<file path="config.mk">
export PLATFORM = sky130hd
export DESIGN_NAME = adaptive_audio_level_meter
export DESIGN_NICKNAME = d
export VERILOG_FILES = /design/src/design/aalm_pkg.sv /design/src/design/aalm_div.sv /design/src/design/aalm_ctrl.sv /design/src/design/aalm_dp.sv /design/src/design/adaptive_audio_level_meter.sv
export SDC_FILE = /design/constraint.sdc
export NUM_CORES = 2
export LEC_CHECK = 0
export ABC_AREA = 1
export BUFFER_PORTS_ARGS = -buffer_cell sky130_fd_sc_hd__buf_4
export CAP_MARGIN = 10
export CORE_ASPECT_RATIO = 0.75
export CORE_MARGIN = 3
export CORE_UTILIZATION = 25
export CTS_CLUSTER_DIAMETER = 120
export DETAILED_ROUTE_END_ITERATION = 16
export SYNTH_ARGS = -nofsm -noshare
export SYNTH_HDL_FRONTEND = slang
export SYNTH_SLANG_ARGS = --single-unit
</file>
<file path="constraint.sdc">
create_clock -name clk -period 6.15 [get_ports clk]
set_clock_uncertainty 0.1 [all_clocks]
set_input_delay 0.615 -clock clk [delete_from_list [all_inputs] [get_ports clk]]
set_output_delay 0.615 -clock clk [all_outputs]
set_load 0.02 [all_outputs]
</file>
<file path="src/design/aalm_pkg.sv">
// Package for the adaptive audio level meter.
// Holds widths, constants, control enums and controller/datapath structs.
// No dependencies.
package aalm_pkg;

  localparam int MAX_BLOCK   = 1024;
  localparam int CNT_W       = $clog2(MAX_BLOCK + 1);
  localparam int SUM_W       = 26;
  localparam int LVL_W       = 14;
  localparam int DIV_W       = 26;
  localparam int DEN_W       = 16;
  localparam int DIV_CNT_W   = $clog2(DIV_W);
  localparam int METRIC_CAP  = 6000;

  // x / 100 equals (x * RECIP_100) >> RECIP_SHIFT for every x below 2**C100_W
  localparam int          C100_W      = 23;
  localparam int          RECIP_SHIFT = 30;
  localparam logic [23:0] RECIP_100   = 24'd10737419;

  localparam logic [1:0] REG_LEVEL_SCALE = 2'd0;
  localparam logic [1:0] REG_NOISE_GATE  = 2'd1;
  localparam logic [1:0] REG_MIN_SPAN    = 2'd2;

  typedef enum logic [2:0] {
    S_IDLE,
    S_LAUNCH,
    S_WAIT,
    S_SEED,
    S_SPAN,
    S_EMIT
  } state_t;

  typedef enum logic [2:0] {
    OP_ABS,
    OP_DIFF,
    OP_RAW,
    OP_MET,
    OP_FLOOR,
    OP_CEIL,
    OP_NORM,
    OP_SMOOTH
  } op_t;

  typedef struct packed {
    logic idle;
    logic launch;
    logic store;
    logic seed;
    logic span;
    logic emit;
    op_t  op;
  } cmd_t;

  typedef struct packed {
    logic close;
    logic div_done;
    logic out_full;
  } status_t;

endpackage

</file>
<file path="src/design/aalm_div.sv">
// Iterative restoring divider, one quotient bit per cycle.
// Depends on aalm_pkg.
module aalm_div (
  input  logic                       clk,
  input  logic                       rst,
  input  logic                       start,
  input  logic [aalm_pkg::DIV_W-1:0] num,
  input  logic [aalm_pkg::DEN_W-1:0] den,
  output logic                       done,
  output logic [aalm_pkg::DIV_W-1:0] quo
);
  import aalm_pkg::*;

  logic                 busy;
  logic [DIV_CNT_W-1:0] cnt;
  logic [DEN_W-1:0]     rem;
  logic [DEN_W-1:0]     dvs;
  logic [DIV_W-1:0]     q;
  logic [DEN_W:0]       trial;
  logic                 fits;

  assign trial = {rem, q[DIV_W-1]};
  assign fits  = (trial >= {1'b0, dvs});
  assign quo   = q;

  always_ff @(posedge clk) begin
    if (rst) begin
      busy <= 1'b0;
      done <= 1'b0;
      cnt  <= '0;
    end else begin
      done <= 1'b0;
      if (busy) begin
        cnt <= cnt + 1'b1;
        if (cnt == DIV_CNT_W'(DIV_W - 1)) begin
          busy <= 1'b0;
          done <= 1'b1;
        end
      end else if (start) begin
        busy <= 1'b1;
        cnt  <= '0;
      end
    end
  end

  always_ff @(posedge clk) begin
    if (busy) begin
      rem <= fits ? DEN_W'(trial - {1'b0, dvs}) : trial[DEN_W-1:0];
      q   <= {q[DIV_W-2:0], fits};
    end else if (start) begin
      rem <= '0;
      dvs <= den;
      q   <= num;
    end
  end

endmodule

</file>
<file path="src/design/aalm_ctrl.sv">
// Controller: sequences the block-end computation through its divide steps.
// Depends on aalm_pkg.
module aalm_ctrl (
  input  logic              clk,
  input  logic              rst,
  input  logic              in_valid,
  input  aalm_pkg::status_t status,
  output aalm_pkg::cmd_t    cmd
);
  import aalm_pkg::*;

  state_t state, state_next;
  op_t    op, op_next;

  always_comb begin
    state_next = state;
    op_next    = op;
    case (state)
      S_IDLE: begin
        if (in_valid && status.close) begin
          state_next = S_LAUNCH;
          op_next    = OP_ABS;
        end
      end
      S_LAUNCH: state_next = S_WAIT;
      S_WAIT: begin
        if (status.div_done) begin
          case (op)
            OP_MET:    state_next = S_SEED;
            OP_CEIL:   state_next = S_SPAN;
            OP_SMOOTH: state_next = S_EMIT;
            default: begin
              state_next = S_LAUNCH;
              op_next    = op_t'(op + 3'd1);
            end
          endcase
        end
      end
      S_SEED: begin
        state_next = S_LAUNCH;
        op_next    = OP_FLOOR;
      end
      S_SPAN: begin
        state_next = S_LAUNCH;
        op_next    = OP_NORM;
      end
      S_EMIT: if (!status.out_full) state_next = S_IDLE;
      default: state_next = S_IDLE;
    endcase
  end

  always_comb begin
    cmd        = '0;
    cmd.op     = op;
    cmd.idle   = (state == S_IDLE);
    cmd.launch = (state == S_LAUNCH);
    cmd.store  = (state == S_WAIT) && status.div_done;
    cmd.seed   = (state == S_SEED);
    cmd.span   = (state == S_SPAN);
    cmd.emit   = (state == S_EMIT) && !status.out_full;
  end

  always_ff @(posedge clk) begin
    if (rst) begin
      state <= S_IDLE;
      op    <= OP_ABS;
    end else begin
      state <= state_next;
      op    <= op_next;
    end
  end

endmodule

</file>
<file path="src/design/aalm_dp.sv">
// Datapath: config registers, accumulators, adaptive levels and output register.
// Depends on aalm_pkg and aalm_div.
module aalm_dp (
  input  logic              clk,
  input  logic              rst,
  input  logic              cfg_write,
  input  logic [1:0]        cfg_index,
  input  logic [15:0]       cfg_data,
  input  logic              in_valid,
  input  logic signed [15:0] sample,
  input  logic              block_end,
  input  logic              out_stall,
  output logic              out_valid,
  output logic [7:0]        level,
  input  aalm_pkg::cmd_t    cmd,
  output aalm_pkg::status_t status
);
  import aalm_pkg::*;

  logic [15:0]      level_scale;
  logic [7:0]       noise_gate;
  logic [9:0]       min_gap;
  logic signed [15:0] previous_sample;
  logic             previous_valid;
  logic [SUM_W-1:0] abs_sum, diff_sum;
  logic [CNT_W-1:0] block_samples, diff_samples;
  logic [LVL_W-1:0] floor_level, ceiling_level;
  logic [7:0]       smoothed_level;
  logic [15:0]      avg_abs, mean_diff, raw_metric;
  logic [12:0]      metric;
  logic [7:0]       norm;

  logic             accept;
  logic [16:0]      mag_s, mag_d;
  logic signed [16:0] dlt;
  logic [CNT_W:0]   cnt_inc;
  logic [DIV_W-1:0] num, quo, div_quo;
  logic [DEN_W-1:0] den;
  logic             div_done;
  logic [LVL_W-1:0] span_w;
  logic [7:0]       norm_q;

  logic                by_const;
  logic [C100_W-1:0]   c_num;
  logic [C100_W+23:0]  c_prod;
  logic                c_stage, c_done;
  logic [15:0]         c_quo;

  assign accept  = in_valid && cmd.idle;
  assign mag_s   = sample[15] ? 17'(-{sample[15], sample}) : {1'b0, sample};
  assign dlt     = {sample[15], sample} - {previous_sample[15], previous_sample};
  assign mag_d   = dlt[16] ? 17'(-dlt) : 17'(dlt);
  assign cnt_inc = {1'b0, block_samples} + 1'b1;
  assign span_w  = ceiling_level - floor_level;

  // Steps that divide by 100 use the reciprocal path, the rest the serial divider
  assign by_const = (cmd.op == OP_RAW) || (cmd.op == OP_FLOOR) ||
                    (cmd.op == OP_CEIL) || (cmd.op == OP_SMOOTH);
  assign quo      = by_const ? DIV_W'(c_quo) : div_quo;

  assign status.close    = block_end || (cnt_inc >= (CNT_W+1)'(MAX_BLOCK));
  assign status.div_done = by_const ? c_done : div_done;
  assign status.out_full = out_valid;

  // Divider operand selection per step
  always_comb begin
    num = '0;
    den = 16'd100;
    case (cmd.op)
      OP_ABS: begin
        num = abs_sum;
        den = DEN_W'(block_samples);
      end
      OP_DIFF: begin
        num = diff_sum;
        den = DEN_W'(diff_samples);
      end
      OP_RAW: num = DIV_W'(avg_abs * 7'd55) + DIV_W'(mean_diff * 7'd45);
      OP_MET: begin
        num = DIV_W'(raw_metric * 10'd1000);
        den = (level_scale == '0) ? 16'd1 : level_scale;
      end
      OP_FLOOR: begin
        if ({1'b0, metric} <= floor_level)
          num = DIV_W'(floor_level * 7'd70) + DIV_W'(metric * 7'd30);
        else
          num = DIV_W'(floor_level * 7'd95) + DIV_W'(metric * 7'd5);
      end
      OP_CEIL: begin
        if ({1'b0, metric} >= ceiling_level)
          num = DIV_W'(ceiling_level * 7'd50) + DIV_W'(metric * 7'd50);
        else
          num = DIV_W'(ceiling_level * 7'd98) + DIV_W'(metric * 7'd2);
      end
      OP_NORM: begin
        num = DIV_W'(LVL_W'({1'b0, metric} - floor_level) * 8'd255);
        den = DEN_W'(span_w);
      end
      OP_SMOOTH: begin
        if (norm >= smoothed_level)
          num = DIV_W'(smoothed_level * 7'd35) + DIV_W'(norm * 7'd65) + DIV_W'(50);
        else
          num = DIV_W'(smoothed_level * 7'd58) + DIV_W'(norm * 7'd42) + DIV_W'(50);
      end
      default: num = '0;
    endcase
  end

  aalm_div u_div (
    .clk   (clk),
    .rst   (rst),
    .start (cmd.launch && !by_const),
    .num   (num),
    .den   (den),
    .done  (div_done),
    .quo   (div_quo)
  );

  // Divide by 100: capture the numerator, then multiply by the reciprocal
  assign c_prod = {24'd0, c_num} * {23'd0, RECIP_100};

  always_ff @(posedge clk) begin
    if (rst) begin
      c_stage <= 1'b0;
      c_done  <= 1'b0;
    end else begin
      c_stage <= cmd.launch && by_const;
      c_done  <= c_stage;
    end
  end

  always_ff @(posedge clk) begin
    if (cmd.launch) c_num <= num[C100_W-1:0];
    if (c_stage) c_quo <= c_prod[RECIP_SHIFT+15:RECIP_SHIFT];
  end

  always_comb begin
    if (({1'b0, metric} > floor_level) && (span_w != '0))
      norm_q = (quo > DIV_W'(255)) ? 8'd255 : quo[7:0];
    else
      norm_q = '0;
    if (norm_q <= noise_gate) norm_q = '0;
  end

  always_ff @(posedge clk) begin
    if (rst) begin
      level_scale     <= 16'd7000;
      noise_gate      <= 8'd5;
      min_gap         <= 10'd110;
      previous_sample <= '0;
      previous_valid  <= 1'b0;
      abs_sum         <= '0;
      diff_sum        <= '0;
      block_samples   <= '0;
      diff_samples    <= '0;
      floor_level     <= '0;
      ceiling_level   <= '0;
      smoothed_level  <= '0;
      out_valid       <= 1'b0;
    end else begin
      if (cfg_write) begin
        case (cfg_index)
          REG_LEVEL_SCALE: level_scale <= cfg_data;
          REG_NOISE_GATE:  noise_gate  <= cfg_data[7:0];
          REG_MIN_SPAN:    min_gap     <= cfg_data[9:0];
          default: ;
        endcase
      end
      if (out_valid && !out_stall) out_valid <= 1'b0;

      if (accept) begin
        abs_sum         <= abs_sum + SUM_W'(mag_s);
        block_samples   <= cnt_inc[CNT_W-1:0];
        previous_sample <= sample;
        previous_valid  <= 1'b1;
        if (previous_valid) begin
          diff_sum     <= diff_sum + SUM_W'(mag_d);
          diff_samples <= diff_samples + 1'b1;
        end
      end

      if (cmd.store) begin
        case (cmd.op)
          OP_FLOOR:  floor_level    <= quo[LVL_W-1:0];
          OP_CEIL:   ceiling_level  <= quo[LVL_W-1:0];
          OP_SMOOTH: smoothed_level <= quo[7:0];
          default: ;
        endcase
      end

      if (cmd.seed && ceiling_level == '0) begin
        floor_level   <= LVL_W'(metric);
        ceiling_level <= LVL_W'(metric) + LVL_W'(min_gap);
      end

      if (cmd.span && ((ceiling_level < floor_level) ||
                       (span_w < LVL_W'(min_gap))))
        ceiling_level <= floor_level + LVL_W'(min_gap);

      if (cmd.emit) begin
        out_valid     <= 1'b1;
        abs_sum       <= '0;
        diff_sum      <= '0;
        block_samples <= '0;
        diff_samples  <= '0;
      end
    end
  end

  // Result registers of the division steps
  always_ff @(posedge clk) begin
    if (cmd.store) begin
      case (cmd.op)
        OP_ABS:  avg_abs <= quo[15:0];
        OP_DIFF: mean_diff <= (diff_samples == '0) ? 16'd0 : quo[15:0];
        OP_RAW:  raw_metric <= quo[15:0];
        OP_MET:  metric <= (quo > DIV_W'(METRIC_CAP)) ? 13'(METRIC_CAP) : quo[12:0];
        OP_NORM: norm <= norm_q;
        default: ;
      endcase
    end
    if (cmd.emit) level <= smoothed_level;
  end

endmodule

</file>
<file path="src/design/adaptive_audio_level_meter.sv">
// Adaptive audio level meter, top: joins aalm_ctrl and aalm_dp, uses aalm_pkg.
// A sample that does not close a block is taken without stalling the input. A closing
// item runs four passes of the serial divider and four divides by 100, plus seed,
// span and output steps, before level is valid. The input stalls meanwhile, and
// longer while the previous level is unread. Reset (rst, synchronous) restores
// register defaults and clears the controller, accumulators and adaptive levels.
module adaptive_audio_level_meter (
  input  logic               clk,
  input  logic               rst,
  input  logic               cfg_write,
  input  logic [1:0]         cfg_index,
  input  logic [15:0]        cfg_data,
  input  logic               in_valid,
  output logic               in_stall,
  input  logic signed [15:0] sample,
  input  logic               block_end,
  output logic               out_valid,
  input  logic               out_stall,
  output logic [7:0]         level
);
  import aalm_pkg::*;

  cmd_t    cmd;
  status_t status;

  // Hold off new samples while a block end is being worked through
  assign in_stall = !cmd.idle;

  aalm_ctrl u_ctrl (
    .clk      (clk),
    .rst      (rst),
    .in_valid (in_valid),
    .status   (status),
    .cmd      (cmd)
  );

  aalm_dp u_dp (
    .clk       (clk),
    .rst       (rst),
    .cfg_write (cfg_write),
    .cfg_index (cfg_index),
    .cfg_data  (cfg_data),
    .in_valid  (in_valid),
    .sample    (sample),
    .block_end (block_end),
    .out_stall (out_stall),
    .out_valid (out_valid),
    .level     (level),
    .cmd       (cmd),
    .status    (status)
  );

endmodule
</file>
==> results.json <==
{
  "status": "finished, final reports clean",
  "fmax_mhz": 164,
  "worstReg2RegEnd": "u_dp.c_quo[12]$_DFFE_PP_",
  "r2r_cells": 20,
  "yosysUniqueCellTypes": 74,
  "drt_iter0_markers": 5225,
  "gr-usage-all-layers_pct": 16.4,
  "numCtsBuffers": 40,
  "cp_max_fo": 6,
  "synthesis.instances": 7676,
  "final_util_pct": 29.3,
  "drcViolationCount": 0,
  "register_area_mm2": 0.00878,
  "hold_path_startpoint": "cfg_data[12]",
  "rows": 153,
  "worstPathArrival_ns": 6.39,
  "first_global_vias": 49100,
  "drive_gt1_share_pct": 10.0,
  "grt_max_degree": 56,
  "critPathMostFrequentCell": "fa_1",
  "syn_to_final_growth_pct": 15.8,
  "start_kind": "register",
  "place_worst_setup_slack_ns": -0.202,
  "core-area_mm2": 0.233,
  "worst_skew_pair.late_latency_ns": 0.65,
  "drt_first_pass_iters": 6,
  "syn_nets": 9270,
  "grt_pass1_wl_mm": 306,
  "ys_ff_latch": 351,
  "whs_endpoint": "u_dp.level_scale[12]$_SDFFE_PP1P_",
  "worst_slack_ns": 0.0427,
  "gp_congestion": 0.988,
  "drv_cap": 0,
  "fin_crit_sh_pct": 99.3,
  "multi_input_area_mm2": 0.0449,
  "cts.sinks": 351,
  "die_w_um": 567,
  "antenna_left": 0,
  "hold_ws_ns": 0.0952,
  "die_y_um": 427,
  "max_slew_margin_pct": 14.3,
  "worst_pin_slew_ns": 1.27,
  "synth-edff-count": 174,
  "dpl_cell_area_mm2": 0.0655,
  "gr-total-overflow": 0,
  "cp_slowest_cell": "fa_1",
  "cp_data_required_time_ns": 6.44,
  "hp-class": "in -> reg",
  "synthFlopType": "dfxtp_1",
  "clockBufferDepth": 3,
  "synth.yosys.warnings": 0,
  "wirelength_mm": 202,
  "min_period_ns": 6.11,
  "synth_area_mm2": 0.0590,
  "ys_seq_area_share_pct": 14.8,
  "crit_type": "reg -> reg",
  "cpPeakStageDelay_ns": 0.57,
  "cts_htree_levels": 2,
  "port_buffers": 49,
  "rr_startpoint": "u_dp.c_num[21]$_DFFE_PN_",
  "nFillCells": 25100,
  "reg2reg_slack_ns": 0.04,
  "num_vias": 52100,
  "nNetsFinal": 9630,
  "io_pins": 50,
  "root_buffer": "clkbuf_16",
  "start_util_pct": 25.3,
  "cts_tree": "built",
  "async_flop_share_pct": 0,
  "drv_slew": 0,
  "final_hold_viol_count": 0,
  "antenna_found_initial": 4,
  "finalSetupViolCount": 0,
  "synth_area_per_cell_um2": 7.69,
  "viasPerCell": 4.66,
  "dpl.hpwl_mm": 171,
  "wl_per_cell_um": 18.1,
  "final_area_mm2": 0.0684,
  "clk_pin_slew_worst_paths_ns": 0.07,
  "die-area_mm2": 0.242,
  "hold_buffers": 0,
  "end_kind": "register",
  "path_cells": "buf_12, fa_1, inv_1, fa_1, fa_2, fa_1, inv_1, fa_1, fa_1, ha_1, ha_4, nand2_1, nor2_2, nand2_2, nor4_4, nand4_1, nand3_2, a21o_1, a21oi_2, xor2_1",
  "rsz0062_at_grt": "true",
  "whs_path_depth": 3
}
timing repair:
item                                    in CTS  in global routing
endpoints found under the setup margin      31                 45
setup buffers                                0                 24
gates resized for setup                     36                279
cloned                                       0                  0
pin swaps                                    6                124
synthesized netlist by cell type, types with 99 or more instances:
cell / number / share of area (%)
edfxtp_1: 174 / 8.8
nand4_1: 99 / 1.0
fa_1: 571 / 19
nand2_1: 1294 / 8.2
xor2_1: 163 / 2.4
a21oi_1: 598 / 5.1
ha_1: 983 / 21
nand3_1: 384 / 3.3
dfxtp_1: 177 / 6.0
nor2_1: 518 / 3.3
o21ai_0: 388 / 3.3
inv_1: 1656 / 11
xnor2_1: 107 / 1.6
critical path, delay by kind of cell (launching register included):
family | cells | cell delay [ns]
XOR/XNOR | 1 | 0.14
flip-flops | 1 | 0.42
AO/OA/AOI/OAI | 2 | 0.27
buffers and inverters | 3 | 0.30
adder cells (fa/ha/maj) | 8 | 3.77
AND/OR/NAND/NOR | 6 | 0.83
worst max path at each step:
stage,start,end,slack (ns)
2_1_floorplan,u_dp.metric[0]$_SDFFCE_PN0P_,u_dp.u_div.quo[12]$_DFFE_PP_,0.008
3_3_place_gp,u_dp.metric[0]$_SDFFCE_PN0P_,u_dp.c_num[8]$_DFFE_PN_,-0.20
3_5_place_dp,u_dp.metric[0]$_SDFFCE_PN0P_,u_dp.c_num[8]$_DFFE_PN_,-0.20
4_1_cts,u_dp.c_num[12]$_DFFE_PN_,u_dp.c_quo[12]$_DFFE_PP_,-0.01
5_1_grt,u_dp.c_num[12]$_DFFE_PN_,u_dp.c_quo[12]$_DFFE_PP_,-0.16
6_report,u_dp.c_num[21]$_DFFE_PN_,u_dp.c_quo[12]$_DFFE_PP_,0.04
through the flow:
step	instances	TNS [ns]
3_5_place_dp	11100	-1.90
5_1_grt	11200	-1.05
4_1_cts	11100	-0.0110
3_3_place_gp	11100	-1.52
2_1_floorplan	7676	0
6_report	11200	0
cells by family (layout without fill, tap and decap cells):
kind of cell,after synthesis,in the layout,synth area share (%)
AND/OR/NAND/NOR,2498,2498,18.0
adder cells (fa/ha/maj),1554,1554,40.2
buffers and inverters,1764,2154,11.4
flip-flops,351,351,14.8
other,1,4,0.00635
AO/OA/AOI/OAI,1237,1237,11.5
multiplexers,1,1,0.0170
XOR/XNOR,270,270,4.00
layer usage:
| metal | routed length [µm] | track usage [%] | vias up | part of all wire, % |
|---|---|---|---|---|
| met1 | 101000 | 26.1 | 24500 | 50 |
| met5 | 25 | 0 | - | 0.012 |
| met2 | 75400 | 22.0 | 1889 | 37 |
| met4 | 3780 | 2.76 | 4 | 1.9 |
| met3 | 21600 | 4.01 | 182 | 11 |
| li1 | - | - | 25500 | - |
cell type report:
cell class,count,share of cell area [%]
repair buffers,413,4.67
multi-input cells,5561,65.7
flip-flops and latches,351,12.8
diodes,3,0.0110
clock inverters,22,0.276
inverters,1669,9.19
well taps,3100,5.67
clock buffers,50,1.61
layout by cell type (no fill, tap or decap), types with 11 or more instances in the layout:
master and n:
a21boi_0 11, a21o_1 28, a21oi_1 563, a21oi_2 27, a31oi_1 22, buf_4 399
clkbuf_16 42, dfxtp_1 168, edfxtp_1 174, fa_1 557, fa_2 14, ha_1 944
ha_4 34, inv_1 1631, inv_2 30, nand2_1 1259, nand2_2 34, nand3_1 370
nand3_2 16, nand3b_1 23, nand4_1 99, nor2_1 489, nor2_2 24, nor2_4 14
nor3_1 66, nor4_1 25, o211ai_1 39, o21a_1 16, o21ai_0 362, o21ai_1 26
o21ai_2 21, o21bai_1 27, o31ai_1 15, or2_2 28, xnor2_1 104, xor2_1 156
sequential cells by signal (all words and copies together), names as in the netlist, 10 cells and up:
signal	count
u_dp.diff_samples	11
u_dp.c_num	23
u_dp.abs_sum	26
u_dp.floor_level	14
u_dp.previous_sample	16
u_dp.avg_abs	16
u_dp.level_scale	16
u_dp.metric	13
u_dp.ceiling_level	14
u_dp.u_div.quo	26
u_dp.mean_diff	16
u_dp.block_samples	11
u_dp.diff_sum	26
u_dp.min_gap	10
u_dp.raw_metric	16
u_dp.c_quo	16
u_dp.u_div.rem	16
u_dp.u_div.dvs	16
Power is not shown: default switching activity piles up to over one toggle a cycle in this logic, so the estimate is an artifact.
